### src/hw/rtl/ctd_pkg.sv
`timescale 1ns / 1ps
`default_nettype none

package ctd_pkg;

    localparam int SIZE_BITS_DEF   = 32;
    localparam int QUEUE_DEPTH_DEF = 2;

    localparam logic [7:0] BYTE_CR  = 8'h0D;
    localparam logic [7:0] BYTE_LF  = 8'h0A;
    localparam logic [7:0] BYTE_SP  = 8'h20;
    localparam logic [7:0] BYTE_TAB = 8'h09;

    localparam logic [1:0] STAT_RUN  = 2'd0;
    localparam logic [1:0] STAT_DONE = 2'd1;
    localparam logic [1:0] STAT_ERR  = 2'd2;

    typedef struct packed {
        logic [7:0] data_byte;
        logic       new_message;
    } t_in_item;

    typedef struct packed {
        logic       payload_valid;
        logic [7:0] payload_byte;
        logic       chunk_end;
        logic [1:0] status;
    } t_out_item;

    typedef struct packed {
        logic [7:0] data_byte;
        logic       new_message;
        logic       is_lf;
        logic       is_cr;
        logic       is_ws;
        logic       is_hex;
        logic [3:0] hex_val;
    } t_class_item;

    typedef enum logic [8:0] {
        ST_LEAD   = 9'b000000001,
        ST_DIGITS = 9'b000000010,
        ST_SKIP   = 9'b000000100,
        ST_DATA   = 9'b000001000,
        ST_CR     = 9'b000010000,
        ST_LF     = 9'b000100000,
        ST_TRAIL  = 9'b001000000,
        ST_DONE   = 9'b010000000,
        ST_ERROR  = 9'b100000000
    } t_state;

endpackage

`default_nettype wire

### src/hw/rtl/ctd_front.sv
`timescale 1ns / 1ps
`default_nettype none

module ctd_front
    import ctd_pkg::*;
(
    input  wire t_in_item    i_item,
    output t_class_item      o_item
);

    logic [7:0] b;

    assign b = i_item.data_byte;

    always_comb begin
        o_item             = '0;
        o_item.data_byte   = b;
        o_item.new_message = i_item.new_message;
        o_item.is_lf       = (b == BYTE_LF);
        o_item.is_cr       = (b == BYTE_CR);
        o_item.is_ws       = (b == BYTE_SP) || (b == BYTE_TAB);
        if (b >= 8'h30 && b <= 8'h39) begin
            o_item.is_hex  = 1'b1;
            o_item.hex_val = b[3:0];
        end else if ((b >= 8'h61 && b <= 8'h66) || (b >= 8'h41 && b <= 8'h46)) begin
            o_item.is_hex  = 1'b1;
            o_item.hex_val = b[3:0] + 4'd9;
        end
    end

endmodule

`default_nettype wire

### src/hw/rtl/ctd_queue.sv
`timescale 1ns / 1ps
`default_nettype none

module ctd_queue #(
    parameter int WIDTH = 8,
    parameter int DEPTH = 2
) (
    input  wire              i_clk,
    input  wire              i_rst_n,
    input  wire              i_push,
    input  wire [WIDTH-1:0]  i_data,
    output logic             o_full,
    input  wire              i_pop,
    output logic [WIDTH-1:0] o_data,
    output logic             o_empty
);

    localparam int PTR_W = (DEPTH > 1) ? $clog2(DEPTH) : 1;
    localparam int CNT_W = $clog2(DEPTH + 1);
    localparam logic [PTR_W-1:0] PTR_LAST = PTR_W'(DEPTH - 1);
    localparam logic [CNT_W-1:0] CNT_FULL = CNT_W'(DEPTH);

    logic [WIDTH-1:0] r_mem [DEPTH];
    logic [PTR_W-1:0] r_wr_ptr;
    logic [PTR_W-1:0] r_rd_ptr;
    logic [CNT_W-1:0] r_count;
    logic             wr_en;
    logic             rd_en;

    assign o_full  = (r_count == CNT_FULL);
    assign o_empty = (r_count == '0);
    assign wr_en   = i_push && !o_full;
    assign rd_en   = i_pop && !o_empty;
    assign o_data  = r_mem[r_rd_ptr];

    always_ff @(posedge i_clk) begin
        if (wr_en) begin
            r_mem[r_wr_ptr] <= i_data;
        end
    end

    always_ff @(posedge i_clk) begin
        if (!i_rst_n) begin
            r_wr_ptr <= '0;
            r_rd_ptr <= '0;
            r_count  <= '0;
        end else begin
            if (wr_en) begin
                r_wr_ptr <= (r_wr_ptr == PTR_LAST) ? '0 : r_wr_ptr + 1'b1;
            end
            if (rd_en) begin
                r_rd_ptr <= (r_rd_ptr == PTR_LAST) ? '0 : r_rd_ptr + 1'b1;
            end
            if (wr_en && !rd_en) begin
                r_count <= r_count + 1'b1;
            end else if (rd_en && !wr_en) begin
                r_count <= r_count - 1'b1;
            end
        end
    end

endmodule

`default_nettype wire

### src/hw/rtl/ctd_back.sv
`timescale 1ns / 1ps
`default_nettype none

module ctd_back
    import ctd_pkg::*;
#(
    parameter int SIZE_BITS = SIZE_BITS_DEF
) (
    input  wire         i_clk,
    input  wire         i_rst_n,
    input  wire t_class_item i_item,
    input  wire         i_item_valid,
    output logic        o_item_take,
    output t_out_item   o_out,
    output logic        o_out_valid,
    input  wire         i_out_pop
);

    t_state                r_st, n_st, cur_st;
    logic [SIZE_BITS-1:0]  r_rem, n_rem, dec_rem;
    logic [SIZE_BITS-1:0]  r_acc, n_acc, cur_acc;
    logic [1:0]            r_lchars, n_lchars, cur_lchars;
    logic                  r_fcr, n_fcr, cur_fcr;
    t_out_item             r_out, n_out;
    logic                  r_out_valid;
    logic                  slot_free;

    assign slot_free   = !r_out_valid || i_out_pop;
    assign o_item_take = i_item_valid && slot_free;
    assign o_out       = r_out;
    assign o_out_valid = r_out_valid;
    assign dec_rem     = r_rem - 1'b1;

    always_comb begin
        cur_st     = i_item.new_message ? ST_LEAD : r_st;
        cur_acc    = i_item.new_message ? '0 : r_acc;
        cur_lchars = i_item.new_message ? 2'd0 : r_lchars;
        cur_fcr    = i_item.new_message ? 1'b0 : r_fcr;

        n_st     = cur_st;
        n_acc    = cur_acc;
        n_lchars = cur_lchars;
        n_fcr    = cur_fcr;
        n_rem    = i_item.new_message ? '0 : r_rem;
        n_out    = '0;
        n_out.status = STAT_RUN;

        unique case (cur_st)
            ST_LEAD, ST_DIGITS, ST_SKIP: begin
                if (i_item.is_lf) begin
                    if (cur_acc == '0) begin
                        n_st     = ST_TRAIL;
                        n_lchars = 2'd0;
                        n_fcr    = 1'b0;
                    end else begin
                        n_rem = cur_acc;
                        n_acc = '0;
                        n_st  = ST_DATA;
                    end
                end else if (cur_st == ST_SKIP) begin
                    n_st = ST_SKIP;
                end else if (i_item.is_hex) begin
                    if (|cur_acc[SIZE_BITS-1:SIZE_BITS-4]) begin
                        n_acc = '1;
                    end else begin
                        n_acc = {cur_acc[SIZE_BITS-5:0], i_item.hex_val};
                    end
                    n_st = ST_DIGITS;
                end else if (cur_st == ST_LEAD && i_item.is_ws) begin
                    n_st = ST_LEAD;
                end else begin
                    n_st = ST_SKIP;
                end
            end
            ST_DATA: begin
                n_out.payload_valid = 1'b1;
                n_out.payload_byte  = i_item.data_byte;
                n_rem               = dec_rem;
                if (dec_rem == '0) begin
                    n_out.chunk_end = 1'b1;
                    n_st            = ST_CR;
                end
            end
            ST_CR: begin
                if (i_item.is_cr) begin
                    n_st = ST_LF;
                end else begin
                    n_st         = ST_ERROR;
                    n_out.status = STAT_ERR;
                end
            end
            ST_LF: begin
                if (i_item.is_lf) begin
                    n_st  = ST_LEAD;
                    n_acc = '0;
                end else begin
                    n_st         = ST_ERROR;
                    n_out.status = STAT_ERR;
                end
            end
            ST_TRAIL: begin
                if (i_item.is_lf) begin
                    if (cur_lchars == 2'd0 || (cur_lchars == 2'd1 && cur_fcr)) begin
                        n_st         = ST_DONE;
                        n_out.status = STAT_DONE;
                    end
                    n_lchars = 2'd0;
                    n_fcr    = 1'b0;
                end else begin
                    if (cur_lchars == 2'd0) begin
                        n_fcr = i_item.is_cr;
                    end
                    if (cur_lchars != 2'd2) begin
                        n_lchars = cur_lchars + 2'd1;
                    end
                end
            end
            ST_DONE: begin
                n_out.status = STAT_DONE;
            end
            default: begin
                n_st         = ST_ERROR;
                n_out.status = STAT_ERR;
            end
        endcase
    end

    always_ff @(posedge i_clk) begin
        if (!i_rst_n) begin
            r_st        <= ST_LEAD;
            r_rem       <= '0;
            r_acc       <= '0;
            r_lchars    <= 2'd0;
            r_fcr       <= 1'b0;
            r_out_valid <= 1'b0;
        end else begin
            if (o_item_take) begin
                r_st        <= n_st;
                r_rem       <= n_rem;
                r_acc       <= n_acc;
                r_lchars    <= n_lchars;
                r_fcr       <= n_fcr;
                r_out_valid <= 1'b1;
            end else if (i_out_pop) begin
                r_out_valid <= 1'b0;
            end
        end
    end

    always_ff @(posedge i_clk) begin
        if (o_item_take) begin
            r_out <= n_out;
        end
    end

`ifndef NO_ASSERTIONS
    a_state_onehot: assert property (@(posedge i_clk) disable iff (!i_rst_n)
        $onehot(r_st))
        else $error("state register not one-hot");

    a_data_nonzero: assert property (@(posedge i_clk) disable iff (!i_rst_n)
        (r_st == ST_DATA) |-> (r_rem != '0))
        else $error("data phase with no bytes due");

    a_end_on_data: assert property (@(posedge i_clk) disable iff (!i_rst_n)
        (r_out_valid && r_out.chunk_end) |-> r_out.payload_valid)
        else $error("chunk end without payload");

    a_data_runs: assert property (@(posedge i_clk) disable iff (!i_rst_n)
        (r_out_valid && r_out.payload_valid) |-> (r_out.status == STAT_RUN))
        else $error("payload with final status");

    a_end_to_cr: assert property (@(posedge i_clk) disable iff (!i_rst_n)
        (o_item_take && n_out.chunk_end) |=> (r_st == ST_CR))
        else $error("chunk end did not move to CR check");
`endif

endmodule

`default_nettype wire

### src/hw/rtl/chunked_transfer_decoder.sv
`timescale 1ns / 1ps
`default_nettype none

// Decodes an HTTP chunked body one byte per transfer and gives exactly one
// result per byte: the payload byte with its chunk-end flag, or a status of
// in progress, done or framing error. A byte is accepted every cycle unless
// full is high; the back end's state update sets that rate. A byte pushed
// into an empty block is queued, then registered in the back end's output
// register; the queue (QUEUE_DEPTH bytes) lets push run on while pop stalls.
// Raise new_message on the first byte of each message to clear the decoder.

module chunked_transfer_decoder
    import ctd_pkg::*;
#(
    parameter int SIZE_BITS   = SIZE_BITS_DEF,
    parameter int QUEUE_DEPTH = QUEUE_DEPTH_DEF
) (
    input  wire       i_clk,
    input  wire       i_rst_n,
    input  wire       push,
    output logic      full,
    input  wire t_in_item i_in_item,
    output logic      empty,
    input  wire       pop,
    output t_out_item o_out_item
);

    t_class_item cls_item;
    t_class_item q_item;
    logic        q_empty;
    logic        q_take;
    logic        out_valid;

    ctd_front u_front (
        .i_item (i_in_item),
        .o_item (cls_item)
    );

    ctd_queue #(
        .WIDTH ($bits(t_class_item)),
        .DEPTH (QUEUE_DEPTH)
    ) u_queue (
        .i_clk   (i_clk),
        .i_rst_n (i_rst_n),
        .i_push  (push),
        .i_data  (cls_item),
        .o_full  (full),
        .i_pop   (q_take),
        .o_data  (q_item),
        .o_empty (q_empty)
    );

    ctd_back #(
        .SIZE_BITS (SIZE_BITS)
    ) u_back (
        .i_clk        (i_clk),
        .i_rst_n      (i_rst_n),
        .i_item       (q_item),
        .i_item_valid (!q_empty),
        .o_item_take  (q_take),
        .o_out        (o_out_item),
        .o_out_valid  (out_valid),
        .i_out_pop    (pop)
    );

    assign empty = !out_valid;

endmodule

`default_nettype wire

### config.mk
export PLATFORM = sky130hd
export DESIGN_NAME = chunked_transfer_decoder
export DESIGN_NICKNAME = d
export VERILOG_FILES = /design/src/hw/rtl/ctd_pkg.sv /design/src/hw/rtl/ctd_front.sv /design/src/hw/rtl/ctd_queue.sv /design/src/hw/rtl/ctd_back.sv /design/src/hw/rtl/chunked_transfer_decoder.sv
export SDC_FILE = /design/constraint.sdc
export NUM_CORES = 1
export LEC_CHECK = 0
export BUFFER_PORTS_ARGS = -buffer_cell sky130_fd_sc_hd__clkbuf_2
export CAP_MARGIN = 20
export CORE_MARGIN = 4
export CORE_UTILIZATION = 28
export DETAILED_ROUTE_END_ITERATION = 16
export SYNTH_ARGS = -nofsm -noshare
export SYNTH_HDL_FRONTEND = slang
export SYNTH_SLANG_ARGS = --single-unit
### constraint.sdc
create_clock -name i_clk -period 7.35 [get_ports i_clk]
set_input_delay 1.47 -clock i_clk [delete_from_list [all_inputs] [get_ports i_clk]]
set_output_delay 1.47 -clock i_clk [all_outputs]
set_load 0.01 [all_outputs]
==> results of run 1 <==
## where the power goes
group          switching [mW]  total, mW  internal, mW
combinational           0.533      0.788         0.255
sequential             0.0665      0.903         0.836
clock                   0.327      0.813         0.486
## registers in the layout, summed over array words and instances (netlist names), 2 cells and up, named ones only
name / flops
u_back.o_out: 12
u_back.r_acc: 32
u_back.r_st: 9
u_back.r_rem: 32
u_queue.r_mem: 34
u_back.r_lchars: 2
u_queue.r_count: 2
## synth_stat cells, drive strengths merged (13+ instances only)
cell	instances
o21ai	89
dfxtp	82
nand2	82
nor2	56
edfxtp	46
a21boi	37
a21oi	36
clkbuf	34
nor4	23
nand3	19
nor3	17
mux2i	14
inv	13
## path summary, 6_finish.rpt
check / start / slack (ps) / to / cells after the start
max: pop / 3400 / u_back.r_rem[3] / 8
min: u_back.r_lchars[0] / 470 / u_back.r_lchars[0] / 1
max reg2reg: u_back.r_acc[29] / 3780 / u_back.r_rem[13] / 7
min reg2reg: u_back.r_lchars[0] / 470 / u_back.r_lchars[0] / 1
## area by class of cell
cell class	count	area [µm²]
flip-flops and latches	128	3023
repair buffers	31	175.2
inverters	14	52.55
multi-input cells	557	3486
clock inverters	12	107.6
fillers	2449	15910
well taps	319	399.1
clock buffers	20	457.9
## critical path, cell delays in order
cell and delay (ps):
sky130_fd_sc_hd__clkbuf_2 70, sky130_fd_sc_hd__nor2b_1 40, sky130_fd_sc_hd__or2_2 500, sky130_fd_sc_hd__inv_1 730, sky130_fd_sc_hd__nand2_1 840, sky130_fd_sc_hd__a21oi_1 330, sky130_fd_sc_hd__o21ai_0 110, sky130_fd_sc_hd__o21ai_0 150
## cell usage in the layout (no fill, tap or decap), drive strengths merged, types with 14 or more instances in the layout
cell type,netlist,layout
a21oi,36,36
dfxtp,82,82
nor4,23,23
clkbuf,34,46
nor2,56,56
mux2i,14,14
nor3,17,17
nand2,82,82
a21boi,37,37
inv,13,16
o21ai,89,89
edfxtp,46,46
nand3,19,19
## per-layer routing
layer,wire length (µm),up-vias
met5,0,-
met4,246,0
met3,1006,23
met2,8231,184
met1,8999,2817
li1,-,2787
## cells by family (layout without fill, tap and decap cells)
family          Yosys count  after routing  synth area share [%]
xor+xnor                 10             10                 1.293
fa+ha+maj                10             10                 1.847
mux                      23             23                 3.749
simple gates            270            270                 20.83
compound gates          244            244                 23.74
buf+inv                  60             77                 3.916
flops                   128            128                 44.62
==> flow_metrics.tcl, run 1 <==
set metrics [dict create \
    run_status "finished, final reports clean" \
    synth_area_per_cell_um2 9.093 \
    detail_route.drc_violations 0 \
    cts_setup_buffers 0 \
    grt_first_pass_wirelength_um 29760 \
    clock_path_buffers 2 \
    fp.dieArea_um2 26750 \
    rsz0062_at_grt "no" \
    gr-max-usage-layer "met2" \
    synthToLayoutAreaGrowth_pct 13.69 \
    finalSetupViolCount 0 \
    cts_max_level 4 \
    synth_top_cell_area_share_pct 24.23 \
    yosys.area.top_type "sky130_fd_sc_hd__dfxtp_1" \
    groute.usage.overall_pct 14.04 \
    total_placed_instance_area_um2 7121 \
    detail_route.first_pass.iterations 7 \
    final_core_util_pct 32.61 \
    clkLatencyLatePin_ps 420 \
    postSynthCellCount 745 \
    initial_drc_count 545 \
    drv.max_cap_violation_count 0 \
    layout_worst_path_cycle_share_pct 53.79 \
    finalHoldViolations 0 \
    yosysSeqAreaShare_pct 44.63 \
    finalWeightedCongestion 0.9352 \
    die_height_um 163.5 \
    post_cts_hold_buffer_count 0 \
    worst_ep_arrival_time_ps 4270 \
    grt_start_max_net_pins 62 \
    tightestPinTransition_ps 1109 \
    grtUsageMet1_pct 20.23 \
    vdd_ir_drop_max_mv 0.1248 \
    numPortBuffers 26 \
    grt_overflow_total 0 \
    holdCritPathClass "register to register" \
    critical_path.endpoint_type "register" \
    register_bit_count_reported_by_yosys 128 \
    clock_sink_count 128 \
    power_density_nw_per_um2 325.1 \
    post_layout_nonfiller_instances 1081 \
    post_synth_main_area_contributors "sky130_fd_sc_hd__dfxtp_1 (24%), sky130_fd_sc_hd__edfxtp_1 (20%), sky130_fd_sc_hd__o21ai_0 (6.4%)" \
    kind_of_start_point_of_the_critical_path "input port" \
    worst_setup_skew_after_layout_ps 9.943 \
    final_worst_setup_slack_ps 3396 \
    netlist-cell-type-count 77 \
    power.static_leakage_nw 2.745 \
    grt_pass1_vias 5287 \
    via_count 5811 \
    routedWlPerCell_um 17.10 \
    insertedDiodeCount 0 \
    setup-tns-final_ps 0 \
    num_io_pins 27 \
    clock_tree.root_cell "sky130_fd_sc_hd__clkbuf_16" \
    clkTransAtPathRegs_ps 60 \
    synth_async_sr_flop_share_pct 0 \
    detailedPlace.worstSlack_ps 2973 \
    fp.coreArea_um2 23610 \
    max_fo_critical_path 29 \
    per_cell_via_count_in_the_routed_design 5.376 \
    tritoncts_clock_tree "done" \
    number_of_antenna_violations_at_the_first_check_in_global_routing 0 \
    number_of_enable_flip_flop_cells_after_synthesis 46 \
    route.final.wire_length_um 18480 \
    slew_headroom_pct 25.38 \
    post-place-cells 1048 \
    cts_inserted_buffers 17 \
    layout_cells_sized_above_1_pct 11.94 \
    whs_ps 471.6 \
    post-layout-total-power_mw 2.504 \
    final_antenna_net_count 0 \
    fmax_mhz 252.9 \
    cts_resized 0 \
    critPathKind "input port to register" \
    groute.layer.met3.usage_pct 2.978 \
    start_util_pct 28.69 \
    synth.cell_area_um2 6774 \
    chipWidth_um 163.5 \
    grt_util_met2_pct 21.32 \
    cp.required_ps 7670 \
    timing_max_transition_violations_final 0 \
    final.min_clock_period_ps 3954 \
    dpl.hpwl_um 12350 \
    final_area_um2 7701 \
    postSynthNetCount 768 \
    synth_warnings 0 \
    rows 56 \
    design.final.nets 772 \
    synthFlopType "sky130_fd_sc_hd__dfxtp_1" \
]
No activity file was read; power rests on OpenSTA's default activity.
==> inputs of run 2 (changes only) <==
==> constraint.sdc (replaced) <==
create_clock -name i_clk -period 3.3 [get_ports i_clk]
set_input_delay 0.66 -clock i_clk [delete_from_list [all_inputs] [get_ports i_clk]]
set_output_delay 0.66 -clock i_clk [all_outputs]
set_load 0.01 [all_outputs]
==> run 2 against run 1 <==
Net effect:
- first-iteration DRC count increased by 0.37%
- sequential cell count unchanged
- sequential power up 120%
==> flow_metrics.tcl, run 2 (synthesis results as in run 1) <==
set metrics [dict create \
    setup-tns-final_ps 0 \
    p_sw_mw 2.070 \
    largest_registers "u_queue.r_mem x34, u_back.r_acc x32, u_back.r_rem x32" \
    power.static_leakage_nw 2.858 \
    critPathKind "register to register" \
    insertedDiodeCount 0 \
    layout.cells.most_common "sky130_fd_sc_hd__o21ai_0" \
    kind_of_start_point_of_the_critical_path "register" \
    chipWidth_um 163.5 \
    power_density_nw_per_um2 736.0 \
    grt_first_pass_wirelength_um 29970 \
    final_core_util_pct 33.42 \
    finalWeightedCongestion 0.9249 \
    finalSetupViolCount 0 \
    fp.dieArea_um2 26750 \
    slew_headroom_pct 27.07 \
    registers.top_by_ff_count "u_queue.r_mem" \
    synthToLayoutAreaGrowth_pct 16.49 \
    max_fo_critical_path 10 \
    fmax_mhz 327.8 \
    final_antenna_net_count 0 \
    run_status "finished, final reports clean" \
    critical_path.endpoint_type "register" \
    detail_route.drc_violations 0 \
    design.final.nets 793 \
    mostFrequentLayoutCells "sky130_fd_sc_hd__o21ai_0 (87), sky130_fd_sc_hd__dfxtp_1 (82), sky130_fd_sc_hd__nand2_1 (81), sky130_fd_sc_hd__nor2_1 (56), sky130_fd_sc_hd__edfxtp_1 (46)" \
    layout_worst_path_cycle_share_pct 92.45 \
    layout_cells_sized_above_1_pct 14.43 \
    routedWlPerCell_um 16.75 \
    clock_tree.root_cell "sky130_fd_sc_hd__clkbuf_16" \
    vdd_ir_drop_max_mv 0.3762 \
    largest_register_ffs 34 \
    cts_resized 0 \
    p_clk_share_pct 33.1 \
    grt_overflow_total 0 \
    dpl.hpwl_um 12790 \
    clock_path_buffers 2 \
    timing_max_transition_violations_final 0 \
    per_cell_via_count_in_the_routed_design 5.287 \
    grt_pass1_vias 5577 \
    start_util_pct 28.69 \
    holdCritPathClass "input port to register" \
    initial_drc_count 547 \
    detail_route.first_pass.iterations 6 \
    post_cts_hold_buffer_count 0 \
    drv.max_cap_violation_count 0 \
    clkLatencyLatePin_ps 420 \
    whs_ps 428.8 \
    final.min_clock_period_ps 3051 \
    cts_max_level 4 \
    route.final.wire_length_um 18450 \
    worst_ep_arrival_time_ps 3330 \
    die_height_um 163.5 \
    switching_share_pct 35.63 \
    groute.usage.overall_pct 14.02 \
    numPortBuffers 26 \
    cp.required_ps 3580 \
    number_of_antenna_violations_at_the_first_check_in_global_routing 1 \
    num_io_pins 27 \
    clkTransAtPathRegs_ps 60 \
    power_frac_seq_pct 34.5 \
    finalHoldViolations 0 \
    worst_setup_skew_after_layout_ps 7.714 \
    grt_start_max_net_pins 33 \
    rsz0062_at_grt "no" \
    tightestPinTransition_ps 1094 \
    tritoncts_clock_tree "done" \
    via_count 5826 \
    fp.coreArea_um2 23610 \
    cts_setup_buffers 0 \
    cts_inserted_buffers 17 \
    clock_sink_count 128 \
    internal-power_mw 3.739 \
    p_comb_share_pct 32.4 \
    rows 56 \
]
==> run 2: changes by cell type in the layout (fill, tap and decap cells not counted) <==
cell / previous run / this run
sky130_fd_sc_hd__buf_4: 4 / 26
sky130_fd_sc_hd__inv_6: 3 / 1
sky130_fd_sc_hd__clkinv_4: 1 / 2
sky130_fd_sc_hd__clkinv_2: 4 / 2
sky130_fd_sc_hd__clkinvlp_4: 3 / 4
sky130_fd_sc_hd__buf_8: 1 / 0
sky130_fd_sc_hd__clkbuf_16: 18 / 17
sky130_fd_sc_hd__clkbuf_1: 2 / 1
sky130_fd_sc_hd__clkbuf_8: 0 / 1
sky130_fd_sc_hd__inv_4: 0 / 1
sky130_fd_sc_hd__bufinv_16: 1 / 3
==> run 2: per-stage QoR <==
| step | cell area (µm²) | power, mW | instances | setup slack [ps] |
|---|---|---|---|---|
| final | 7891 | 5.808 | 1102 | 249.0 |
| after global routing | 7891 | 6.120 | 1102 | 4.168 |
| after CTS | 7891 | 5.832 | 1102 | 305.9 |
| after detailed placement | 7286 | 3.897 | 1070 | 318.6 |
| after global placement | 7286 | 3.900 | 1070 | 433.9 |
| after floorplan | 6774 | 3.313 | 745 | 623.9 |
==> run 2: worst paths after layout <==
kind | from | end | slack (ps) | cells past startpoint
setup / recovery | u_back.r_rem[0] | u_back.o_out[2] | 250 | 9
hold / removal | i_in_item[0] | u_queue.r_mem[1][8] | 430 | 1
setup reg to reg | u_back.r_rem[0] | u_back.o_out[2] | 250 | 9
hold reg to reg | u_back.r_rem[28] | u_back.r_rem[28] | 470 | 2
==> run 2: cell type report <==
class	count	area [µm²]
inverter	14	52.55
multi-input combinational	557	3486
timing repair buffer	52	325.3
sequential	128	3023
clock buffer	19	442.9
clock inverter	13	162.7
fill	2424	15720
tap	319	399.1
==> run 2: routing by layer <==
| metal | share of wire (%) | GRT usage, % | up-vias |
|---|---|---|---|
| met1 | 48 | 19.36 | 2765 |
| li1 | - | - | 2829 |
| met5 | 0.070 | 0 | - |
| met4 | 2.5 | 5.795 | 2 |
| met2 | 43 | 21.02 | 194 |
| met3 | 6.8 | 3.356 | 36 |
==> run 2: critical path: stages (launching register included) <==
cell and delay (ps):
sky130_fd_sc_hd__dfxtp_1 400, sky130_fd_sc_hd__inv_1 100, sky130_fd_sc_hd__ha_1 210, sky130_fd_sc_hd__nor3b_2 520
sky130_fd_sc_hd__nand2_1 320, sky130_fd_sc_hd__nor2_1 350, sky130_fd_sc_hd__a31o_2 210, sky130_fd_sc_hd__a22oi_1 110
sky130_fd_sc_hd__or4_4 580, sky130_fd_sc_hd__nor2_1 110
==> run 2: power groups by stage <==
| stage | clock network (mW) | registers, mW | logic, mW |
|---|---|---|---|
| detailed placement | 0 | 2.03 | 1.86 |
| global route | 2.03 | 2.03 | 2.06 |
| CTS | 1.96 | 2.00 | 1.87 |
| floorplan | 0 | 2.01 | 1.31 |
| global placement | 0 | 2.03 | 1.87 |
| finish | 1.92 | 2.00 | 1.88 |
==> inputs of run 3 (changes only) <==
--- a/config.mk
+++ b/config.mk
@@ -7,9 +7,10 @@
 export LEC_CHECK = 0
 export BUFFER_PORTS_ARGS = -buffer_cell sky130_fd_sc_hd__clkbuf_2
 export CAP_MARGIN = 20
-export CORE_MARGIN = 4
+export CORE_MARGIN = 8
 export CORE_UTILIZATION = 28
 export DETAILED_ROUTE_END_ITERATION = 16
+export PLACE_DENSITY_LB_ADDON = 0.1
 export SYNTH_ARGS = -nofsm -noshare
 export SYNTH_HDL_FRONTEND = slang
 export SYNTH_SLANG_ARGS = --single-unit
==> run 3 against run 2 <==
Net effect:
- count of clock-buffer cells in the layout shrank 2
- first-iteration DRC count shrank 12%
- sequential share of layout area is essentially flat
- clock skew grew 2.6 ps
- via count grew 2.0%
- utilization shrank 0.54 points
- combinational power grew 3%
- sequential power is essentially flat
- total power grew 1.3%
- die area grew 10%
- clock power is essentially flat
- highest routed layer is now met4
==> flow_metrics.tcl, run 3 (synthesis results as in run 1) <==
set metrics [dict create \
    insertedDiodeCount 0 \
    clkLatencyLatePin_ps 430 \
    synthToLayoutAreaGrowth_pct 16.64 \
    finalHoldViolations 0 \
    cts_max_level 4 \
    layout.cells.most_common "sky130_fd_sc_hd__o21ai_0" \
    clock_tree.root_cell "sky130_fd_sc_hd__clkbuf_16" \
    drv.max_cap_violation_count 0 \
    worst_setup_skew_after_layout_ps 10.27 \
    max_fo_critical_path 10 \
    timing_max_transition_violations_final 0 \
    die_height_um 171.5 \
    fmax_mhz 332.0 \
    grt_pass1_vias 5754 \
    largest_registers "u_queue.r_mem x34, u_back.r_acc x32, u_back.r_rem x32" \
    setup-tns-final_ps 0 \
    number_of_antenna_violations_at_the_first_check_in_global_routing 0 \
    run_status "finished, final reports clean" \
    groute.usage.overall_pct 14.96 \
    holdCritPathClass "input port to register" \
    power.static_leakage_nw 2.873 \
    chipWidth_um 171.5 \
    routedWlPerCell_um 19.02 \
    cts_setup_buffers 0 \
    clkTransAtPathRegs_ps 60 \
    cpMaxStageDelayCell "sky130_fd_sc_hd__nor3b_2" \
    grt_first_pass_wirelength_um 33620 \
    largest_register_ffs 34 \
    initial_drc_count 483 \
    cp.required_ps 3580 \
    finalWeightedCongestion 0.8778 \
    post_layout_nonfiller_instances 1107 \
    finalSetupViolCount 0 \
    tritoncts_clock_tree "done" \
    layout_worst_path_cycle_share_pct 91.27 \
    detailedPlace.worstSlack_ps 341.5 \
    fp.coreArea_um2 24030 \
    detail_route.drc_violations 0 \
    start_util_pct 28.18 \
    num_io_pins 27 \
    route.final.wire_length_um 21050 \
    numPortBuffers 26 \
    cpMostUsedCell "sky130_fd_sc_hd__nand3_1" \
    layout_cells_sized_above_1_pct 14.56 \
    post_cts_hold_buffer_count 0 \
    critPathKind "register to register" \
    final_antenna_net_count 0 \
    tightestPinTransition_ps 1053 \
    post-place-cells 1075 \
    mostFrequentLayoutCells "sky130_fd_sc_hd__o21ai_0 (87), sky130_fd_sc_hd__dfxtp_1 (82), sky130_fd_sc_hd__nand2_1 (81), sky130_fd_sc_hd__nor2_1 (56), sky130_fd_sc_hd__edfxtp_1 (46)" \
    cts_inserted_buffers 17 \
    grt_start_max_net_pins 52 \
    final.min_clock_period_ps 3012 \
    grt_overflow_total 0 \
    cts_resized 0 \
    power_density_nw_per_um2 744.4 \
    dpl.hpwl_um 14760 \
    worst_ep_arrival_time_ps 3290 \
    worstPathBufferInverterCount 1 \
    per_cell_via_count_in_the_routed_design 5.369 \
    design.final.nets 793 \
    cpPeakStageDelay_ps 570 \
    path_delay_family "simple AND/OR/NAND/NOR gates" \
    timing.critical_path.cells "inv_1, ha_1, nor3b_2, and2_2, nand3_1, a2111oi_2, nand3_1, or4_4, nor2_1" \
    vdd_ir_drop_max_mv 0.3102 \
    kind_of_start_point_of_the_critical_path "register" \
    detail_route.first_pass.iterations 6 \
    clock_sink_count 128 \
    registers.top_by_ff_count "u_queue.r_mem" \
    slew_headroom_pct 29.83 \
    rows 57 \
    rsz0062_at_grt "no" \
    final_worst_setup_slack_ps 288.1 \
    critical_path.endpoint_type "register" \
    via_count 5944 \
    clock_path_buffers 2 \
    fp.dieArea_um2 29430 \
    whs_ps 462.7 \
]
-- run 3: changes by cell type in the layout (fill, tap and decap cells not counted), sizes merged --
cell,delta
bufinv,-2
clkbuf,-2
clkinv,-1
clkinvlp,-3
inv,+8
-- run 3: through the flow --
stage / power [mW] / area, µm² / utilization, %
floorplan: 3.313 / 6774 / -
global placement: 3.967 / 7292 / 30.34
detailed placement: 3.980 / 7292 / 30.34
CTS: 5.955 / 7901 / 32.88
global route: 6.229 / 7901 / 32.88
finish: 5.881 / 7901 / 32.88
-- run 3: worst paths after layout --
kind / cells after the start / start / to / slack [ps]
setup / recovery: 9 / u_back.r_rem[0] / u_back.o_out[2] / 290
hold / removal: 1 / i_in_item[0] / u_queue.r_mem[0][8] / 460
setup reg to reg: 9 / u_back.r_rem[0] / u_back.o_out[2] / 290
hold reg to reg: 2 / u_back.r_rem[28] / u_back.r_rem[28] / 470
-- run 3: layer usage --
layer	vias to the layer above	part of all wire, %	global-route usage [%]
li1	2844	-	-
met1	2903	47	20.04
met2	169	45	22.99
met3	28	6.1	3.764
met4	0	1.9	5.255
met5	-	0	0
-- run 3: layout make-up --
| class | count | area, µm² |
|---|---|---|
| Tap cell | 324 | 405.4 |
| Fill cell | 2550 | 16130 |
| Timing Repair Buffer | 52 | 325.3 |
| Clock buffer | 17 | 425.4 |
| Inverter | 14 | 52.55 |
| Clock inverter | 15 | 183.9 |
| Multi-Input combinational cell | 557 | 3486 |
| Sequential cell | 128 | 3023 |
-- run 3: power by group --
| part | switching, mW | total (mW) | internal (mW) |
|---|---|---|---|
| registers | 0.142 | 2.00 | 1.86 |
| logic | 1.27 | 1.93 | 0.667 |
| clock network | 0.855 | 1.95 | 1.09 |
| total | 2.26 | 5.88 | 3.62 |
